## config.mk

```make
export PLATFORM = sky130hd
export DESIGN_NAME = mep_queue
export DESIGN_NICKNAME = d
export VERILOG_FILES = /design/src/mep_pkg.sv /design/src/mep_queue.sv
export SDC_FILE = /design/constraint.sdc
export NUM_CORES = 1
export LEC_CHECK = 0
export BUFFER_PORTS_ARGS = -buffer_cell sky130_fd_sc_hd__buf_2
export CELL_PAD_IN_SITES_DETAIL_PLACEMENT = 1
export CELL_PAD_IN_SITES_GLOBAL_PLACEMENT = 1
export CORE_MARGIN = 4
export CORE_UTILIZATION = 47
export CTS_CLUSTER_SIZE = 10
export DETAILED_ROUTE_END_ITERATION = 7
export PLACE_DENSITY = 0.93
export SLEW_MARGIN = 10
export SYNTH_ARGS = -nofsm -noshare
export SYNTH_HDL_FRONTEND = slang
export SYNTH_SLANG_ARGS = --single-unit
```

## constraint.sdc

```tcl
create_clock -name i_clk -period 11.8 [get_ports i_clk]
set_input_delay 1.18 -clock i_clk [delete_from_list [all_inputs] [get_ports i_clk]]
set_output_delay 1.18 -clock i_clk [all_outputs]
set_load 0.02 [all_outputs]
```

## src/mep_pkg.sv

```systemverilog
// ============================================================================
// mep_pkg
// Shared types and constants of the escape-time pixel unit.
// ============================================================================
package mep_pkg;

    localparam int COORD_W     = 36;             // origin and step registers
    localparam int IDX_W       = 8;              // pixel row / column
    localparam int C_W         = COORD_W + IDX_W + 1; // exact c coordinate
    localparam int ITER_W      = 8;
    localparam int CFG_IDX_W   = 3;
    localparam int FRAC_BITS_DEF = 28;
    localparam int QUEUE_DEPTH = 2;

    // Configuration register indexes
    localparam logic [CFG_IDX_W-1:0] CFG_X_ORIGIN = 3'd0;
    localparam logic [CFG_IDX_W-1:0] CFG_Y_ORIGIN = 3'd1;
    localparam logic [CFG_IDX_W-1:0] CFG_X_STEP   = 3'd2;
    localparam logic [CFG_IDX_W-1:0] CFG_Y_STEP   = 3'd3;
    localparam logic [CFG_IDX_W-1:0] CFG_MAX_ITER = 3'd4;

    typedef struct packed {
        logic signed [COORD_W-1:0] x_origin;
        logic signed [COORD_W-1:0] y_origin;
        logic signed [COORD_W-1:0] x_step;
        logic signed [COORD_W-1:0] y_step;
    } t_coord_cfg;

    typedef struct packed {
        logic signed [C_W-1:0] cr;
        logic signed [C_W-1:0] ci;
    } t_point;

    typedef struct packed {
        logic full;
        logic empty;
    } t_q_status;

    typedef enum logic [1:0] {
        BK_IDLE,
        BK_MUL,
        BK_ADD
    } t_back_state;

endpackage

```

## src/mep_queue.sv

```systemverilog
// ============================================================================
// mep_queue
// Short first-in first-out queue of points between front and back.
// ============================================================================
module mep_queue (
    input  logic                i_clk,
    input  logic                i_rst_n,
    input  logic                i_push,
    input  mep_pkg::t_point     i_point,
    input  logic                i_pop,
    output mep_pkg::t_point     o_point,
    output mep_pkg::t_q_status  o_status
);
    import mep_pkg::*;

    localparam int PTR_W = (QUEUE_DEPTH > 1) ? $clog2(QUEUE_DEPTH) : 1;
    localparam int CNT_W = $clog2(QUEUE_DEPTH + 1);

    t_point             r_mem [QUEUE_DEPTH];
    logic [PTR_W-1:0]   r_wptr;
    logic [PTR_W-1:0]   r_rptr;
    logic [CNT_W-1:0]   r_cnt;
    logic               w_push;
    logic               w_pop;

    assign o_status.full  = (r_cnt == CNT_W'(QUEUE_DEPTH));
    assign o_status.empty = (r_cnt == '0);
    assign w_push  = i_push && !o_status.full;
    assign w_pop   = i_pop && !o_status.empty;
    assign o_point = r_mem[r_rptr];

    always_ff @(posedge i_clk) begin
        if (!i_rst_n) begin
            r_wptr <= '0;
            r_rptr <= '0;
            r_cnt  <= '0;
        end else begin
            if (w_push) begin
                r_wptr <= (r_wptr == PTR_W'(QUEUE_DEPTH - 1)) ? '0 : r_wptr + 1'b1;
            end
            if (w_pop) begin
                r_rptr <= (r_rptr == PTR_W'(QUEUE_DEPTH - 1)) ? '0 : r_rptr + 1'b1;
            end
            if (w_push && !w_pop) begin
                r_cnt <= r_cnt + 1'b1;
            end else if (w_pop && !w_push) begin
                r_cnt <= r_cnt - 1'b1;
            end
        end
    end

    always_ff @(posedge i_clk) begin
        if (w_push) begin
            r_mem[r_wptr] <= i_point;
        end
    end

endmodule

```

# Word-level counts from Yosys, hierarchy flattened
# Memories as Yosys holds them, arrays and structs flattened. A register that Yosys moved wholly into a read port is not among the register bits.
# Cells that the tools add are included.
# W data, S select, Z words.
# op_classes
reduce_logical	10
n_addsub	4
mux	8
eq_ne	1
# ops
op	count
$mux W1	6
$logic_and A1 B1 Y1	4
$logic_not A1 Y1	4
$mux W2	2
$add A1 B1 Y1 const B	2
$add A2 B1 Y2 const B	1
$eq A2 B2 Y1 const B	1
$logic_not A2 Y1	1
$reduce_bool A2 Y1	1
$sub A2 B1 Y2 const B	1
# word_totals
mem_count	1
input_bits	94
ff_bits	4
mem_bits_rw	180
word_cells	27
out_inout_bits	92
# memory_table
memory	words	word_bits	read_ports	rd_ports_with_merged_regs	write_ports	line	text
r_mem	2	90	1	1	1	mep_queue.sv:19	t_point r_mem [QUEUE_DEPTH];

# Longest topological paths before layout
# logic_depth
ltp_word	7
depth_mapped	7

# Worst setup path after synthesis
# Ideal clock, no wire load.
# synth_path
kind	input to register
start	input port i_push
end	memory r_mem[0][0] in the netlist's numbering (enable)
setup_ns	0.524
n_path_buf	0
required_time_ns	11.276
arrival_ns	4.754
cell_stages	2
path_slack_ns	6.523
path_cell_list	inv_1 nor3_2
# synth_between
elab_chain_len	3
# synth_lines
element	line	text
from (decl)	mep_queue.sv:8	input logic i_push,
$logic_and A1 B1 Y1	mep_queue.sv:28	assign w_push = i_push && !o_status.full;
$mux W1	mep_queue.sv:53	if (w_push) begin
$mux W1 (implied by the code)	mep_queue.sv:54	r_mem[r_wptr] <= i_point;
to (decl)	mep_queue.sv:19	
# Every way passes these cells.

==> impl_results.md <==
- Fmax: just over 0.3 GHz
- Wire length on met1: between 5 and 6 mm
- Nets: about 600
- Placed Instances: about 660
- Sequential area share after synthesis: 0.815
- CTS tree: built
- IO Pins: about 190
- First-pass GRT wire length: 22.0 mm
- Fillers: approximately 1300
- Initial antenna violation count: 0
- Startpoint types: flip-flop
- Starting density of the core: 0.483
- Worst Skew: around 0.0085 ns
- DR iter-0 viols: between 150 and 200
- Syn_nets: 400
- Crit-path max FO: between 50 and 60
- Seq. cell area: roughly 5500 µm²
- Tightest Pin Transition: 1.20 ns
- Period utilization: 0.273
- Post-synth EDFFs: between 150 and 200
- Number of diodes: 0
- Top sig layer: met4
- Max transition margin: 0.198
- Num CTS Buffers: 17
- Worst vdd ir: around 0.13 mV
- Post-Syn Area: a little under 7000 µm²
- Design area: between 8000 and 9000 µm²
- Crit-path slowest cell: dfxtp_4
- Arrival time at the worst endpoint: 2.04 ns
- Largest stage delay, worst path: 0.68 ns
- Die H: 128 µm
- Vias/cell: 5.02
- Met2 WL: ~8.4 mm
- Vias in the first global route: 4054
- Pwr dens: between 200 and 250 nW/µm²
- Layout cells sized above 1: 0.609
- Main synth FF type: edfxtp_1
- GRT Util Overall: 0.182
- Port bufs: 185
- Placer congestion estimate: 0.726
- Via Count: 3492
- Worst hold path class: flip-flop to flip-flop
- Cell variety after synth: 21
- Syn Area/Cell: 22.2 µm²
- Grt ovf: 0
- CP required: roughly 11 ns
- Overall Power: around 2.0 mW
- CTS root buffer: clkbuf_16
- Clock buffer depth: 2
- Area of the multi-input gates: between 1000 and 1500 µm²
- Die Area: roughly 16000 µm²
- Core ar.: approximately 14000 µm²
- Crit path cell chain: buf_16 > mux2_2 > buf_2
- Type of the worst setup path: flip-flop to primary output
- Std cell rows: 43
- Clock tree sinks: approximately 190
- Unrepaired setup endpoints after global routing: false
- Yosys warns: 0
- Final setup vio count: 0
- WL met3: between 800 and 900 µm
- Initial DRT Pass Iterations: 4
- Die width: 128 µm
- Crit end category: primary output
- DR WL/cell: between 20 and 25 µm
- Post-route insts no fill: approximately 700
- R2r worst-path depth: 3
- Final antenna-violating net count: 0
- DRC: 0
- Ys async rst share: 0
- Minimum clock period after layout: between 3 and 4 ns
- Placed Area: 7840 µm²
- Worst-skew pair later-pin latency: a little over 0.4 ns
- Area contributors post-synth: edfxtp_1 (80%), mux2_2 (15%), buf_6 (1.5%)
- Final hold viol count: 0
- Final Max Tran Viols: 0
- Lkg Pwr: 3.16 nW
- Number of setup buffers added after CTS: 0
- Synth cell count leaders: edfxtp_1 (180), mux2_2 (90), buf_6 (9)
- CTS resizes: 0
- Largest net degree at the start of global routing: 91
- Gate count after technology mapping: between 300 and 400
- Hold depth: 2
- Number of H-tree levels: 4
- #FFs+latches synth: roughly 190
- Final setup TNS: 0 ns
- Cell taking the most area after synthesis: edfxtp_1
- Dpl hpwl: slightly below 10 mm
- Max Cap Viol: 0
- Yosys top cell area share: 0.800
- CTS Hold Bufs: 0
- Final Core Density: 0.607
- Cell with the most instances after synthesis: edfxtp_1
- Outcome: finished, final reports clean
- Area Growth Syn to Fin: 25.7%
- Register clock-pin slew on the reported worst setup and hold paths: about 0.06 ns
- Drt total wl: approximately 15 mm
[placed cells by master, fill, tap and decap left out, drive strengths merged]
| cell | Yosys | routed |
|---|---|---|
| xor2 | 1 | 1 |
| ha | 1 | 1 |
| mux2 | 90 | 90 |
| and3 | 1 | 1 |
| a21boi | 2 | 2 |
| nor2 | 2 | 2 |
| bufinv | 0 | 4 |
| clkinvlp | 0 | 3 |
| nand2b | 1 | 1 |
| or3 | 1 | 1 |
| and2 | 3 | 3 |
| nor3 | 1 | 1 |
| xnor2 | 2 | 2 |
| o21ai | 2 | 2 |
| edfxtp | 180 | 180 |
| o21a | 1 | 1 |
| buf | 10 | 189 |
| clkinv | 0 | 4 |
| clkbuf | 0 | 18 |
| dfxtp | 5 | 5 |
| inv | 2 | 5 |
[cells by family after synthesis]
kind of cell | Yosys count | synth area share
buf+inv | 12 | 0.0168
flops | 185 | 0.815
simple gates | 9 | 0.00815
mux | 90 | 0.150
fa+ha+maj | 1 | 0.00185
xor+xnor | 3 | 0.00389
compound gates | 5 | 0.00481
[flip-flops by register name (all words and copies together), names as in the netlist, named ones only]
name    cells
r_wptr      1
r_cnt       2
r_mem     180
r_rptr      1
[final cells by class]
cell class,count,share of cell area
sequential,185,0.649
multi-input combinational,108,0.136
timing repair buffer,189,0.115
clock buffer,18,0.0505
tap,180,0.0265
clock inverter,14,0.0231
inverter,2,0.000884
[routing by layer]
metal,vias up,global-route usage
met2,125,0.344
met5,-,0
li1,1610,-
met1,1737,0.193
met3,20,0.0488
met4,0,0.0662
[report_power, final]
| part | total (mW) | internal, mW | switching, mW |
|---|---|---|---|
| clock network | 0.591 | 0.357 | 0.235 |
| logic | 0.515 | 0.206 | 0.310 |
| registers | 0.872 | 0.828 | 0.0442 |
[stage by stage]
stage | hold WS [ns] | setup WS, ns
floorplan | 0.483 | 6.52
global placement | 0.495 | 8.84
detailed placement | 0.558 | 8.81
CTS | 0.570 | 8.34
global route | 0.610 | 8.48
finish | 0.575 | 8.58
[critical path, delay by kind of cell, from the launching register on]
family	cells	cell delay, ns
flip-flops	1	0.68
multiplexers	1	0.40
buffers and inverters	2	0.48
[path summary, 6_finish.rpt]
check             startpoint      endpoint  slack [ns]
setup / recovery   flip-flop   o_point[64]        8.58
hold / removal      r_cnt[1]      r_cnt[1]        0.57
setup reg to reg    r_cnt[0]  r_mem[1][55]        9.64
hold reg to reg     r_cnt[1]      r_cnt[1]        0.57
No activity file was read; power rests on OpenSTA's default activity.
