[src/mep_pkg.sv]
// ============================================================================
// mep_pkg
// Shared types and constants of the escape-time pixel unit.
// ============================================================================
package mep_pkg;

    localparam int COORD_W     = 36;             // origin and step registers
    localparam int IDX_W       = 8;              // pixel row / column
    localparam int C_W         = COORD_W + IDX_W + 1; // exact c coordinate
    localparam int ITER_W      = 8;
    localparam int CFG_IDX_W   = 3;
    localparam int FRAC_BITS_DEF = 28;
    localparam int QUEUE_DEPTH = 2;

    // Configuration register indexes
    localparam logic [CFG_IDX_W-1:0] CFG_X_ORIGIN = 3'd0;
    localparam logic [CFG_IDX_W-1:0] CFG_Y_ORIGIN = 3'd1;
    localparam logic [CFG_IDX_W-1:0] CFG_X_STEP   = 3'd2;
    localparam logic [CFG_IDX_W-1:0] CFG_Y_STEP   = 3'd3;
    localparam logic [CFG_IDX_W-1:0] CFG_MAX_ITER = 3'd4;

    typedef struct packed {
        logic signed [COORD_W-1:0] x_origin;
        logic signed [COORD_W-1:0] y_origin;
        logic signed [COORD_W-1:0] x_step;
        logic signed [COORD_W-1:0] y_step;
    } t_coord_cfg;

    typedef struct packed {
        logic signed [C_W-1:0] cr;
        logic signed [C_W-1:0] ci;
    } t_point;

    typedef struct packed {
        logic full;
        logic empty;
    } t_q_status;

    typedef enum logic [1:0] {
        BK_IDLE,
        BK_MUL,
        BK_ADD
    } t_back_state;

endpackage

[src/mep_front.sv]
// ============================================================================
// mep_front
// Accepts pixel commands and forms the point c; hands it to the queue.
// ============================================================================
module mep_front (
    input  logic                        i_clk,
    input  logic                        i_rst_n,
    input  logic                        i_start,
    input  logic [mep_pkg::IDX_W-1:0]   i_pixel_row,
    input  logic [mep_pkg::IDX_W-1:0]   i_pixel_col,
    input  mep_pkg::t_coord_cfg         i_cfg,
    input  mep_pkg::t_q_status          i_q_status,
    output logic                        o_busy,
    output logic                        o_push,
    output mep_pkg::t_point             o_point
);
    import mep_pkg::*;

    logic                  r_valid;
    logic                  n_valid;
    t_point                r_point;
    logic signed [C_W-1:0] w_cr;
    logic signed [C_W-1:0] w_ci;
    logic                  w_accept;

    // Exact coordinate: origin + index * step
    assign w_cr = $signed({{(C_W-COORD_W){i_cfg.x_origin[COORD_W-1]}}, i_cfg.x_origin})
                + $signed({1'b0, i_pixel_col}) * i_cfg.x_step;
    assign w_ci = $signed({{(C_W-COORD_W){i_cfg.y_origin[COORD_W-1]}}, i_cfg.y_origin})
                + $signed({1'b0, i_pixel_row}) * i_cfg.y_step;

    assign o_busy   = r_valid && i_q_status.full;
    assign o_push   = r_valid && !i_q_status.full;
    assign w_accept = i_start && !o_busy;
    assign o_point  = r_point;

    always_comb begin
        n_valid = r_valid;
        if (w_accept) begin
            n_valid = 1'b1;
        end else if (o_push) begin
            n_valid = 1'b0;
        end
    end

    always_ff @(posedge i_clk) begin
        if (!i_rst_n) begin
            r_valid <= 1'b0;
        end else begin
            r_valid <= n_valid;
        end
    end

    always_ff @(posedge i_clk) begin
        if (w_accept) begin
            r_point.cr <= w_cr;
            r_point.ci <= w_ci;
        end
    end

endmodule

[config.mk]
export PLATFORM = sky130hd
export DESIGN_NAME = mep_front
export DESIGN_NICKNAME = d
export VERILOG_FILES = /design/src/mep_pkg.sv /design/src/mep_front.sv
export SDC_FILE = /design/constraint.sdc
export NUM_CORES = 2
export LEC_CHECK = 0
export ABC_AREA = 1
export BUFFER_PORTS_ARGS = -buffer_cell sky130_fd_sc_hd__buf_2
export CAP_MARGIN = 25
export CORE_MARGIN = 2
export CORE_UTILIZATION = 55
export CTS_CLUSTER_DIAMETER = 200
export CTS_CLUSTER_SIZE = 12
export DETAILED_ROUTE_END_ITERATION = 7
export GPL_TIMING_DRIVEN = 0
export PLACE_DENSITY = 0.75
export SYNTH_ARGS = -nofsm -noshare
export SYNTH_HDL_FRONTEND = slang
export SYNTH_SLANG_ARGS = --single-unit
[constraint.sdc]
create_clock -name i_clk -period 13.4 [get_ports i_clk]
set_input_delay 0.67 -clock i_clk [delete_from_list [all_inputs] [get_ports i_clk]]
set_output_delay 0.67 -clock i_clk [all_outputs]
set_load 0.03 [all_outputs]
-- Word-level counts from Yosys, hierarchy flattened
Cells that the tools add are included.
- reductions and logical operators: 6
- mux-type cells: 2
- $mul: 2
- add/subtract/negate cells: 2
- operators by type and width (cell ; number):
    adder 36 x 45 -> 45 bit ; 2
    multiplier 9 x 36 -> 45 bit ; 2
    logical AND 1 bit ; 3
    zero test 1 bit ; 2
    two-way mux 1 bit ; 2
    nonzero test 2 bit ; 1
- bits of input ports: 165
- flip-flop bits (word level): 91
- output and inout port bits: 92
- logic and storage cells: 15

-- Depth between registers and ports, before layout
- depth after elaboration: 4
- mapped depth: 26
- mapped depth without buffers: 24

-- Worst setup path before layout
No wires, ideal clock.
- path type: in2reg
- start: input port i_pixel_row[0] (netlist name)
- end: register r_point, in the netlist o_point[41] (data pin)
- data required time: 13.148 ns
- stages: 26
- setup slack: 8.026 ns
- data arrival time: 5.121 ns
- library setup time: 0.252 ns
- buffers on the path: 2
- cell sequence: clkbuf_1 -> clkbuf_1 -> nand2_1 -> fa_1 -> inv_1 -> fa_1 -> inv_1 -> fa_1 -> inv_1 -> fa_1 -> inv_1 -> fa_1 -> inv_1 -> ha_1 -> nand2_1 -> inv_1 -> nand2_1 -> nand2_1 -> inv_1 -> nand2_1 -> nand2_1 -> nand3_2 -> nand2_1 -> nand2_1 -> nand2_1 -> nand2_1
- word-level cells in the longest chain between the ends: 2
- RTL lines (what ; line ; text):
    start, declared ; mep_front.sv:9 ; input logic [mep_pkg::IDX_W-1:0] i_pixel_row,
    multiplier 9 x 36 -> 45 bit ; mep_front.sv:30 ; + $signed({1'b0, i_pixel_row}) * i_cfg.y_step;
    adder 36 x 45 -> 45 bit ; mep_front.sv:30 ;
    net w_ci[41] ; mep_front.sv:23 ; logic signed [C_W-1:0] w_ci;
    end, declared ; mep_front.sv:21 ; t_point r_point;
The timed path passes the listed nets, and every way through them passes these cells.
A chain may end at the register's enable or synchronous reset.

-- Final worst setup path
- start: input port i_pixel_col[3] (netlist name)
- end: register r_point, in the netlist o_point[88] (data pin)
- word-level cells in the longest chain between the ends: 2
- RTL lines (what ; line ; text):
    start, declared ; mep_front.sv:10 ; input logic [mep_pkg::IDX_W-1:0] i_pixel_col,
    multiplier 9 x 36 -> 45 bit ; mep_front.sv:28 ; + $signed({1'b0, i_pixel_col}) * i_cfg.x_step;
    adder 36 x 45 -> 45 bit ; mep_front.sv:28 ;
    net w_cr[43] ; mep_front.sv:22 ; logic signed [C_W-1:0] w_cr;
The timed path passes the listed nets, and every way through them passes these cells.

==> metrics.txt <==
outcome finished clean; GRT Overall Usage 29.67%; Yosys top cell by area fa_1; Yosys top cell area share 37.03%; clock root cell clkbuf_16; drt via density 4.936; Slew HR 29.67%; CTS tree yes; first-pass GRT wire length 122.4 mm; drt pass-1 iters 6; placed inst area 30,060 um2; CP endpoint kind flop; initial drt markers 2,007; Fillers 4,797; core area 51,090 um2; layout cells sized above 1 5.665%; main combinational cell family by area after synthesis adder cells; area grow syn2layout 7.076%; number of I/O pins 257; critical path arrival 6.54 ns; crit start category primary input; Max clock buf depth 2; cts-stage hold buffer count 0; routed vias 23,940; Post-Synthesis Net Count 4,864; Final Hold Viols 0; placer's final routability congestion estimate 0.9656; Post-Synth Adder-Cell Area 45.60%; combined area of the multi-input logic cells 20,340 um2; Setup CP Type primary input to flop; PortBufs 167; fin cells 4,849; mux cell area share after synthesis 0%; Clock Skews 0.008866 ns; Rows 83; post-CTS setup buffers 0; Worst-Skew Late Latency 0.37 ns; Net count, final 5,044; Seq/Total Area, Yosys 9.612%; clock buffer count from CTS 9; # setup viols final 0; synthesized flop and latch total 91; Max Transition Viols Final 0; # resized after CTS 0; Sequential cell area 2723 um2; CTS clk-pin slew, worst paths 0.07 ns; DRC Markers 0; total grt overflow 0; Synth Area in XOR/XNOR 1.546%; initial antenna violation count 8; Die Y 230.9 um; min-delay worst type flop to flop; max-cap viol count 0; Fmax 0.1557 GHz; vias in the first global route 23,310; CP required 13.52 ns; Die ar. 53,330 um2; design area 30,330 um2; H-Tree Level Count 3; Synth area leaders fa_1, nand2_1, inv_1, edfxtp_1, ha_1; initial core utilization 55.44%; Die X 230.9 um; Cell variety after synth 29; CP Max Fanout 10; simple-gate share of the synthesized area 23.11%; Fin Hold WS 0.5006 ns; Final ANT Viol Nets 0; total wire length 76.45 mm; Compound-Gate Fraction of Synth Area 1.511%; pin count of the biggest net entering global routing 37; fin crit period 6.422 ns; average cell area after synthesis 7.115 um2; clock sink total 91; RSZ-0062 raised after global routing false; Final Cycle Share 47.92%; Yosys Warn Count 0; Final TNS setup 0 ns; area of the mapped netlist 28,330 um2; DP HPWL 65.90 mm; Placed Instances 4,830; measured slew at the worst slew-check pin 1.055 ns; Syn Inst Count 3,981; drt wl/cell 15.77 um
-- stage by stage --
step | utilization [%] | setup slack, ns
6_report | 59.36 | 6.978
5_1_grt | 59.35 | 6.667
4_1_cts | 59.35 | 7.130
3_5_place_dp | 58.83 | 6.736
3_3_place_gp | 58.74 | 6.498
2_1_floorplan | - | 8.026
-- flip-flops by register name, summed over array words and instances, names as in the netlist --
register	count
o_point	90
r_valid	1
-- layout make-up --
type / count / share of cell area, %
clock buffer: 11 / 0.7673
buffer: 136 / 1.683
timing repair buffer: 169 / 2.888
inverter: 1269 / 15.70
multi-input combinational: 2485 / 67.05
tap: 680 / 2.805
antenna: 3 / 0.02475
sequential: 91 / 8.977
clock inverter: 5 / 0.09901
-- metal layers --
metal | GRT usage, % | routed length [um] | part of all wire [%] | up-vias
met2 | 45.28 | 33040 | 43 | 988
met1 | 42.66 | 33360 | 44 | 11310
met5 | 0 | 79 | 0.10 | -
met4 | 9.133 | 2393 | 3.1 | 12
met3 | 6.040 | 7576 | 9.9 | 134
li1 | - | - | - | 11500
-- layout by cell type, fill, tap and decap left out, drive strengths merged, types with 58 or more instances in the layout --
cell	Yosys	routed
a21oi	58	58
buf	0	169
clkbuf	136	147
edfxtp	90	90
fa	524	524
ha	194	194
inv	1268	1268
nand2	1329	1329
nand3	114	114
nor2	154	154
-- synthesized netlist by cell type --
cell type and instances:
a21oi_1 58, nand2_1 1314, nand4_1 28, nand2_2 15, o21bai_4 1, o21bai_1 7
xor2_1 44, nand3_2 5, clkbuf_1 136, fa_1 524, a21o_1 2, o21ai_2 1
nand3_1 109, inv_1 1266, inv_2 2, and2_1 2, o21ai_0 4, nor2_1 133
nor3_1 6, edfxtp_1 90, o21a_1 2, or2_2 1, nor2_2 21, ha_1 194
dfxtp_1 1, nor3_2 7, xnor2_1 6, a21boi_0 1, clkinv_1 1
-- cell families after synthesis --
family | after synthesis
simple gates | 1641
buf+inv | 1405
fa+ha+maj | 718
flops | 91
compound gates | 76
xor+xnor | 50
-- final timing paths --
check,from,end,slack [ns],depth (start not counted)
max,i_pixel_col[3],o_point[88],6.98,21
max reg2reg,r_valid,o_point[84],11.76,4
min,r_valid,r_valid,0.50,2
min reg2reg,r_valid,r_valid,0.50,2
-- critical path: stages --
cell and delay (ns):
clkbuf_1 0.76, clkbuf_1 0.70, nand2_1 0.19, fa_1 0.59
inv_1 0.06, fa_1 0.55, fa_1 0.43, fa_1 0.50
inv_1 0.05, fa_1 0.47, inv_1 0.04, ha_1 0.39
nand2_1 0.12, inv_1 0.11, nand2_1 0.08, nor3_1 0.27
nand2_1 0.09, inv_1 0.09, nand3_1 0.14, nand4_1 0.14
nand2_1 0.09
Power is left out: the tool's default activity adds up to more than one toggle a clock period on the data nets, which glitch-free logic cannot reach.
